### config.mk
export PLATFORM = sky130hd
export DESIGN_NAME = client_id_table_broadcast
export DESIGN_NICKNAME = d
export VERILOG_FILES = /design/src/rtl/cidtb_pkg.sv /design/src/rtl/cidtb_front.sv /design/src/rtl/cidtb_queue.sv /design/src/rtl/cidtb_back.sv /design/src/rtl/client_id_table_broadcast.sv
export SDC_FILE = /design/constraint.sdc
export NUM_CORES = 2
export LEC_CHECK = 0
export BUFFER_PORTS_ARGS = -buffer_cell sky130_fd_sc_hd__buf_2
export CORE_ASPECT_RATIO = 1.1
export CORE_MARGIN = 8
export CORE_UTILIZATION = 50
export CTS_BUF_LIST = sky130_fd_sc_hd__clkbuf_4 sky130_fd_sc_hd__clkbuf_8
export DETAILED_ROUTE_END_ITERATION = 12
export GPL_ROUTABILITY_DRIVEN = 0
export PLACE_DENSITY = 0.66
export SETUP_SLACK_MARGIN = 0.02
export SYNTH_ARGS = -nofsm -noshare
export SYNTH_HDL_FRONTEND = slang
export SYNTH_HIERARCHICAL = 1
export SYNTH_SLANG_ARGS = --single-unit
### constraint.sdc
create_clock -name clk -period 6.9 [get_ports clk]
set_input_delay 0.345 -clock clk [delete_from_list [all_inputs] [get_ports clk]]
set_output_delay 0.345 -clock clk [all_outputs]
set_load 0.005 [all_outputs]
### src/rtl/cidtb_pkg.sv
package cidtb_pkg;

	localparam int MAX_CLIENTS = 32;
	localparam int ID_W = $clog2(MAX_CLIENTS);
	localparam int KEY_W = 23;
	localparam int SID_W = 5;
	localparam int CMD_W = 2;
	localparam int QDEPTH = 2;
	localparam int QPTR_W = (QDEPTH > 1) ? $clog2(QDEPTH) : 1;
	localparam int QCNT_W = $clog2(QDEPTH + 1);

	localparam logic [CMD_W-1:0] CMD_JOIN = 2'd0;
	localparam logic [CMD_W-1:0] CMD_LEAVE = 2'd1;

	typedef enum logic [1:0] {
		KIND_REPLY,
		KIND_FORWARD,
		KIND_UNKNOWN,
		KIND_FULL
	} kind_t;

	typedef struct packed {
		logic                   is_leave;
		logic                   single;
		kind_t                  kind;
		logic [KEY_W-1:0]       key;
		logic [ID_W-1:0]        id;
		logic [MAX_CLIENTS-1:0] rem;
	} qent_t;

	function automatic logic [ID_W-1:0] lowest_idx(input logic [MAX_CLIENTS-1:0] v);
		logic [ID_W-1:0] idx;
		idx = '0;
		for (int i = MAX_CLIENTS - 1; i >= 0; i--) begin
			if (v[i]) begin
				idx = ID_W'(i);
			end
		end
		return idx;
	endfunction

endpackage

### src/rtl/cidtb_front.sv
module cidtb_front import cidtb_pkg::*; (
	input  logic             clk,
	input  logic             arst_n,
	input  logic             in_valid,
	output logic             in_ready,
	input  logic [CMD_W-1:0] command,
	input  logic [KEY_W-1:0] client_key,
	output logic             q_valid,
	input  logic             q_ready,
	output qent_t            q_data,
	input  logic             pop_leave,
	input  logic [ID_W-1:0]  rd_idx,
	output logic [KEY_W-1:0] rd_key
);

	typedef enum logic [1:0] {
		F_IDLE,
		F_LOOK,
		F_DECIDE
	} fstate_t;

	fstate_t                state_q;
	logic [MAX_CLIENTS-1:0] used_q;
	logic [QCNT_W-1:0]      pend_q;
	logic [CMD_W-1:0]       cmd_q;
	logic [KEY_W-1:0]       key_q;
	logic [MAX_CLIENTS-1:0] match_q;
	logic [KEY_W-1:0]       slot_key_q [MAX_CLIENTS];

	logic [MAX_CLIENTS-1:0] match_c;
	logic [ID_W-1:0]        hit_idx;
	logic [ID_W-1:0]        free_idx;
	logic [MAX_CLIENTS-1:0] hit_bit;
	logic [MAX_CLIENTS-1:0] free_bit;
	logic                   hit;
	logic                   has_free;
	logic                   claim;
	logic                   stall;
	logic                   push;
	logic [MAX_CLIENTS-1:0] used_nxt;

	assign in_ready = (state_q == F_IDLE);
	assign rd_key   = slot_key_q[rd_idx];

	always_comb begin
		for (int i = 0; i < MAX_CLIENTS; i++) begin
			match_c[i] = used_q[i] && (slot_key_q[i] == key_q);
		end
	end

	assign hit      = |match_q;
	assign has_free = ~&used_q;
	assign hit_idx  = lowest_idx(match_q);
	assign free_idx = lowest_idx(~used_q);
	assign hit_bit  = MAX_CLIENTS'(1) << hit_idx;
	assign free_bit = MAX_CLIENTS'(1) << free_idx;

	always_comb begin
		q_data          = '0;
		q_data.key      = key_q;
		q_data.kind     = KIND_UNKNOWN;
		q_data.single   = 1'b1;
		claim           = 1'b0;
		used_nxt        = used_q;
		case (cmd_q)
			CMD_JOIN: begin
				if (hit) begin
					q_data.kind = KIND_REPLY;
					q_data.id   = hit_idx;
					q_data.rem  = used_q & ~hit_bit;
				end else if (!has_free) begin
					q_data.kind = KIND_FULL;
				end else begin
					claim       = 1'b1;
					q_data.kind = KIND_REPLY;
					q_data.id   = free_idx;
					q_data.rem  = used_q;
					used_nxt    = used_q | free_bit;
				end
			end
			CMD_LEAVE: begin
				if (hit) begin
					q_data.single   = 1'b0;
					q_data.is_leave = 1'b1;
					q_data.id       = hit_idx;
					q_data.rem      = used_q & ~hit_bit;
					used_nxt        = used_q & ~hit_bit;
				end
			end
			default: begin
				if (hit) begin
					q_data.single = 1'b0;
					q_data.id     = hit_idx;
					q_data.rem    = used_q & ~hit_bit;
				end
			end
		endcase
	end

	// a freed slot is not handed out again while a leave is still queued
	assign stall   = claim && (pend_q != '0);
	assign q_valid = (state_q == F_DECIDE) && !stall;
	assign push    = q_valid && q_ready;

	always_ff @(posedge clk or negedge arst_n) begin
		if (!arst_n) begin
			state_q <= F_IDLE;
			used_q  <= '0;
			pend_q  <= '0;
		end else begin
			pend_q <= pend_q + QCNT_W'(push && q_data.is_leave) - QCNT_W'(pop_leave);
			case (state_q)
				F_IDLE: begin
					if (in_valid) begin
						state_q <= F_LOOK;
					end
				end
				F_LOOK: begin
					state_q <= F_DECIDE;
				end
				F_DECIDE: begin
					if (push) begin
						used_q  <= used_nxt;
						state_q <= F_IDLE;
					end
				end
				default: begin
					state_q <= F_IDLE;
				end
			endcase
		end
	end

	always_ff @(posedge clk) begin
		if (in_valid && in_ready) begin
			cmd_q <= command;
			key_q <= client_key;
		end
		if (state_q == F_LOOK) begin
			match_q <= match_c;
		end
		if (push && claim) begin
			slot_key_q[free_idx] <= key_q;
		end
	end

endmodule

### src/rtl/cidtb_queue.sv
module cidtb_queue import cidtb_pkg::*; (
	input  logic  clk,
	input  logic  arst_n,
	input  logic  wr_valid,
	output logic  wr_ready,
	input  qent_t wr_data,
	output logic  rd_valid,
	input  logic  rd_ready,
	output qent_t rd_data
);

	qent_t             mem_q [QDEPTH];
	logic [QPTR_W-1:0] wptr_q;
	logic [QPTR_W-1:0] rptr_q;
	logic [QCNT_W-1:0] cnt_q;
	logic              wr;
	logic              rd;

	assign wr_ready = (cnt_q != QCNT_W'(QDEPTH));
	assign rd_valid = (cnt_q != '0);
	assign rd_data  = mem_q[rptr_q];
	assign wr       = wr_valid && wr_ready;
	assign rd       = rd_valid && rd_ready;

	always_ff @(posedge clk or negedge arst_n) begin
		if (!arst_n) begin
			wptr_q <= '0;
			rptr_q <= '0;
			cnt_q  <= '0;
		end else begin
			cnt_q <= cnt_q + QCNT_W'(wr) - QCNT_W'(rd);
			if (wr) begin
				wptr_q <= (wptr_q == QPTR_W'(QDEPTH - 1)) ? '0 : wptr_q + 1'b1;
			end
			if (rd) begin
				rptr_q <= (rptr_q == QPTR_W'(QDEPTH - 1)) ? '0 : rptr_q + 1'b1;
			end
		end
	end

	always_ff @(posedge clk) begin
		if (wr) begin
			mem_q[wptr_q] <= wr_data;
		end
	end

endmodule

### src/rtl/cidtb_back.sv
module cidtb_back import cidtb_pkg::*; (
	input  logic             clk,
	input  logic             arst_n,
	input  logic             q_valid,
	output logic             q_ready,
	input  qent_t            q_data,
	output logic             pop_leave,
	output logic [ID_W-1:0]  rd_idx,
	input  logic [KEY_W-1:0] rd_key,
	output logic             out_valid,
	input  logic             out_ready,
	output logic [1:0]       kind,
	output logic [KEY_W-1:0] dest_key,
	output logic [SID_W-1:0] sender_id,
	output logic             last
);

	logic                   cur_valid_q;
	logic                   single_q;
	logic [MAX_CLIENTS-1:0] rem_q;
	kind_t                  kind_q;
	logic [KEY_W-1:0]       key_q;
	logic [ID_W-1:0]        id_q;
	logic                   ovalid_q;
	kind_t                  okind_q;
	logic [KEY_W-1:0]       odest_q;
	logic [SID_W-1:0]       oid_q;
	logic                   olast_q;

	logic [ID_W-1:0]        idx_c;
	logic [MAX_CLIENTS-1:0] rest_c;
	logic                   done_c;
	logic                   out_free;
	logic                   emit;

	assign idx_c    = lowest_idx(rem_q);
	assign rest_c   = rem_q & ~(MAX_CLIENTS'(1) << idx_c);
	assign done_c   = !cur_valid_q || (!single_q && (rem_q == '0));
	assign out_free = !ovalid_q || out_ready;
	assign emit     = cur_valid_q && !done_c && out_free;

	assign q_ready   = done_c;
	assign pop_leave = q_valid && done_c && q_data.is_leave;
	assign rd_idx    = idx_c;

	assign out_valid = ovalid_q;
	assign kind      = okind_q;
	assign dest_key  = odest_q;
	assign sender_id = oid_q;
	assign last      = olast_q;

	always_ff @(posedge clk or negedge arst_n) begin
		if (!arst_n) begin
			cur_valid_q <= 1'b0;
			single_q    <= 1'b0;
			rem_q       <= '0;
			ovalid_q    <= 1'b0;
		end else begin
			if (done_c) begin
				cur_valid_q <= q_valid;
				if (q_valid) begin
					single_q <= q_data.single;
					rem_q    <= q_data.rem;
				end
			end else if (emit) begin
				if (single_q) begin
					single_q <= 1'b0;
				end else begin
					rem_q <= rest_c;
				end
			end
			if (out_free) begin
				ovalid_q <= emit;
			end
		end
	end

	always_ff @(posedge clk) begin
		if (done_c && q_valid) begin
			kind_q <= q_data.kind;
			key_q  <= q_data.key;
			id_q   <= q_data.id;
		end
		if (emit) begin
			okind_q <= single_q ? kind_q : KIND_FORWARD;
			odest_q <= single_q ? key_q : rd_key;
			oid_q   <= SID_W'(id_q);
			olast_q <= single_q ? (rem_q == '0) : (rest_c == '0);
		end
	end

endmodule

### src/rtl/client_id_table_broadcast.sv
// client id table with fan-out of notices
// input channel: in_valid/in_ready with command and client_key; one transaction
//   per join, leave or message
// output channel: out_valid/out_ready with kind, dest_key, sender_id and last;
//   each input transaction yields zero to MAX_CLIENTS results, last marks the final one
// the front end takes one input transaction at a time: capture, a parallel
//   key compare over all slots, then allocate/free and push into a 2-entry queue
// the back end pops the queue and emits one result per cycle while the output register
//   is free, walking the member mask from the lowest slot, after loading each queue entry
// the first result passes the front end states, the queue and the back end entry
//   registers to the output register; a new entry is loaded once the last is done
// a join that claims a new slot waits in the front end while a leave is still queued
// reset empties the table (every slot free), the queue and the output register;
//   no clearing pass
// when the receiver stalls, the output register holds its result, the back end
//   waits, the queue fills and in_ready stays low while the front end cannot push
module client_id_table_broadcast import cidtb_pkg::*; (
	input  logic             clk,
	input  logic             arst_n,
	input  logic             in_valid,
	output logic             in_ready,
	input  logic [CMD_W-1:0] command,
	input  logic [KEY_W-1:0] client_key,
	output logic             out_valid,
	input  logic             out_ready,
	output logic [1:0]       kind,
	output logic [KEY_W-1:0] dest_key,
	output logic [SID_W-1:0] sender_id,
	output logic             last
);

	logic             fq_valid;
	logic             fq_ready;
	qent_t            fq_data;
	logic             qb_valid;
	logic             qb_ready;
	qent_t            qb_data;
	logic             pop_leave;
	logic [ID_W-1:0]  rd_idx;
	logic [KEY_W-1:0] rd_key;

	cidtb_front u_front (
		.clk        (clk),
		.arst_n     (arst_n),
		.in_valid   (in_valid),
		.in_ready   (in_ready),
		.command    (command),
		.client_key (client_key),
		.q_valid    (fq_valid),
		.q_ready    (fq_ready),
		.q_data     (fq_data),
		.pop_leave  (pop_leave),
		.rd_idx     (rd_idx),
		.rd_key     (rd_key)
	);

	cidtb_queue u_queue (
		.clk      (clk),
		.arst_n   (arst_n),
		.wr_valid (fq_valid),
		.wr_ready (fq_ready),
		.wr_data  (fq_data),
		.rd_valid (qb_valid),
		.rd_ready (qb_ready),
		.rd_data  (qb_data)
	);

	cidtb_back u_back (
		.clk       (clk),
		.arst_n    (arst_n),
		.q_valid   (qb_valid),
		.q_ready   (qb_ready),
		.q_data    (qb_data),
		.pop_leave (pop_leave),
		.rd_idx    (rd_idx),
		.rd_key    (rd_key),
		.out_valid (out_valid),
		.out_ready (out_ready),
		.kind      (kind),
		.dest_key  (dest_key),
		.sender_id (sender_id),
		.last      (last)
	);

endmodule

==> flow_summary.toml <==
[outcome]
status = "finished, final reports clean"

[finish]
area_delta_synth_final_pct = 11.7
final_cell_mix = "edfxtp_1, xor2_1, mux4_2"
post_route_cells_drive_above_1_share = 0.241
finalNetCount = 3503
layout_commonest_cell = "edfxtp_1"
layout.cells.non_filler = 5002

[hold_path]
hold_depth = 2
hold_path.class = "input pin to flop"

[synth]
synth_edf_count = 982
ys.warnings.count = 6
synth.yosys.seq_area_share = 0.615
synth_area_leader_cell = "edfxtp_1"
yosys_most_used_dff = "edfxtp_1"
synth_cell_types = 95
syn_nets = 3333
syn_area_per_cell_sq_um = 15.4
netlist_area_sq_um = 51000
synth_area_leaders = "edfxtp_1, mux4_2, xor2_1"
synthCells = 3301
synth.top_cell.area_share = 0.578
async_flop_share = 0.0710
synth-seq-cells = 1057

[drt]
m1WireLength_um = 61600
vias = 33200
wl_met3_um = 21400
ant_nets = 0
first_pass_iters = 8
highest_layer = "met5"
drc = 0
drt-total-wl_um = 173000
drt_iter0_markers = 5240
dr_wl_met2_um = 79200
routedWlPerCell_um = 34.5
vias_per_cell = 6.65

[sta]
final-setup-viol-count = 0
fmax_ghz = 0.198
worst-slew-pin-transition_ps = 1320
slew_headroom = 0.117
final-hold-violation-count = 0
fin_skew_ps = 64.4
post-route-min-period_ps = 5050
fin_crit_sh = 0.732
setup_ws_ps = 1850
drv_slew = 0
fin_hold_ws_ps = 208
tns_ps = 0
rsz0062_at_grt = "false"

[grt]
grt_usage = 0.302
antenna_found_initial = 28
grt-ovfl-total = 0
grt_pass1_vias = 32700
grt_pass1_wl_um = 244000
grt_max_degree = 103

[worst_setup_path]
critPathMaxFanout = 50
path_depth = 10
path_cells = "or3_1 > a221oi_2 > o21ai_2 > a2111o_1 > a21oi_4 > buf_4 > mux4_2 > mux4_2 > mux2_2 > mux2_2"
cpPeakStageDelay_ps = 810
crit_type = "flop to flop"
reg2reg_depth = 10
cp.required_ps = 7520
endpoint = "u_back/dest_key[14]"
critPathSlowestCell = "buf_4"
crit_buf_inv = 1
crit_path_start = "u_back/rem_q[20]"
cp-start-kind = "flop"
crit_path_end_kind = "flop"
reg2reg_to = "u_back/dest_key[14]"
rr_startpoint = "u_back/rem_q[20]"
cp_top_family = "multiplexers"
crit_arrival_ps = 5670
r2r_setup_slack_ps = 1850

[flow_run]
maxCapViolCount = 0

[power_and_ir_drop]
p_sw_mw = 10.4
combPwrFrac = 0.482
cellPowerDensity_nw_per_um2 = 468
p_int_mw = 16.3
sw_frac_of_total = 0.389
p_leak_nw = 18.4
peakVddDrop_mv = 0.619
seq_power_share = 0.310
clockPowerShare = 0.208
power.total_mw = 26.7

[clock_tree]
clkSinkCount = 1057
ctsHoldBuffers = 30
postCtsSetupRepairBufs = 0
clk_pin_slew_ps = 70
cts_tree = "built"
cts_root_buf = "clkbuf_8"
cts_buffers = 172
cts_buffer_depth = 3
h-tree-depth = 4
cts_resized = 0
insertion_delay_ps = 870

[placed_design]
dp_hpwl_um = 121000
dpl.cell_count = 4642
io_buffer_count = 61
dpl_worst_slack_ps = 1880

[die]
placementRows = 123
initial_core_util = 0.501
die_w_um = 320
io_pins = 62
die_h_um = 351
core-area_sq_um = 102000
die_area_sq_um = 112000
==> flip-flops by register name, indices dropped and copies added (netlist names), 5 cells and up <==
signal / flops
u_back/dest_key: 23
u_back/id_q: 5
u_back/rem_q: 32
u_back/sender_id: 5
u_back/key_q: 23
u_front/key_q: 23
u_front/match_q: 32
u_queue/mem_q: 128
u_front/used_q: 32
u_front/slot_key_q: 736
==> synth_stat cells (all sizes together) (32+ instances only) <==
cell,n
mux4,230
buf,115
xnor2,229
nor2,117
a21oi,54
dfrtp,75
nand2,72
nand4,118
xor2,512
o31ai,32
mux2,110
clkbuf,79
nor4,159
o21ai,109
edfxtp,982
nor3,59
==> power groups by stage <==
| stage | combinational [mW] | sequential [mW] | clock [mW] |
|---|---|---|---|
| 2_1_floorplan | 8.41 | 8.21 | 0 |
| 3_3_place_gp | 12.4 | 8.35 | 0 |
| 3_5_place_dp | 12.5 | 8.37 | 0 |
| 4_1_cts | 12.6 | 8.24 | 5.63 |
| 5_1_grt | 13.1 | 8.27 | 5.88 |
| 6_report | 12.8 | 8.26 | 5.56 |
==> kinds of logic after synthesis <==
logic type / count (synthesis) / synth area share
adder cells (fa/ha/maj): 3 / 0.000736
AND/OR/NAND/NOR: 625 / 0.0701
buffers and inverters: 219 / 0.0182
multiplexers: 340 / 0.126
AO/OA/AOI/OAI: 316 / 0.0425
flip-flops: 1057 / 0.615
XOR/XNOR: 741 / 0.127
==> worst min-delay path by stage <==
stage	start	endpoint	slack (ps)
2_1_floorplan	arst_n	u_back/cur_valid_q	50
3_3_place_gp	arst_n	u_queue/cnt_q[1]	280
3_5_place_dp	arst_n	u_back/rem_q[23]	290
4_1_cts	client_key[9]	u_front/key_q[9]	120
5_1_grt	client_key[20]	u_front/key_q[20]	170
6_report	command[1]	u_front/cmd_q[1]	210
==> cell type report <==
| cell class | instances | area [sq um] |
|---|---|---|
| diodes | 13 | 32.5 |
| flip-flops and latches | 1057 | 31400 |
| well taps | 1375 | 1720 |
| clock buffers | 229 | 2840 |
| fillers | 8004 | 44800 |
| multi-input cells | 2025 | 18900 |
| repair buffers | 190 | 1420 |
| inverters | 25 | 103 |
| clock inverters | 88 | 609 |
==> stage by stage <==
step                 util  cell area (sq um)
floorplan               -              51000
global placement    0.523              53200
detailed placement  0.523              53200
CTS                 0.560              56900
global route        0.560              56900
finish              0.560              57000
==> worst reg2reg max path: cells and delay by family (launching register included) <==
kind / cells / cell delay [ps]
mux: 4 / 1880
simple gates: 1 / 410
buf+inv: 1 / 820
flops: 1 / 440
compound gates: 4 / 1260
==> metal layers <==
layer  vias to the layer above  track usage
li1                      13200            -
met1                     16900        0.386
met2                      2587        0.471
met3                       501       0.0850
met4                        16        0.162
met5                         -            0
Note: power is estimated with default switching activity, not from simulation.
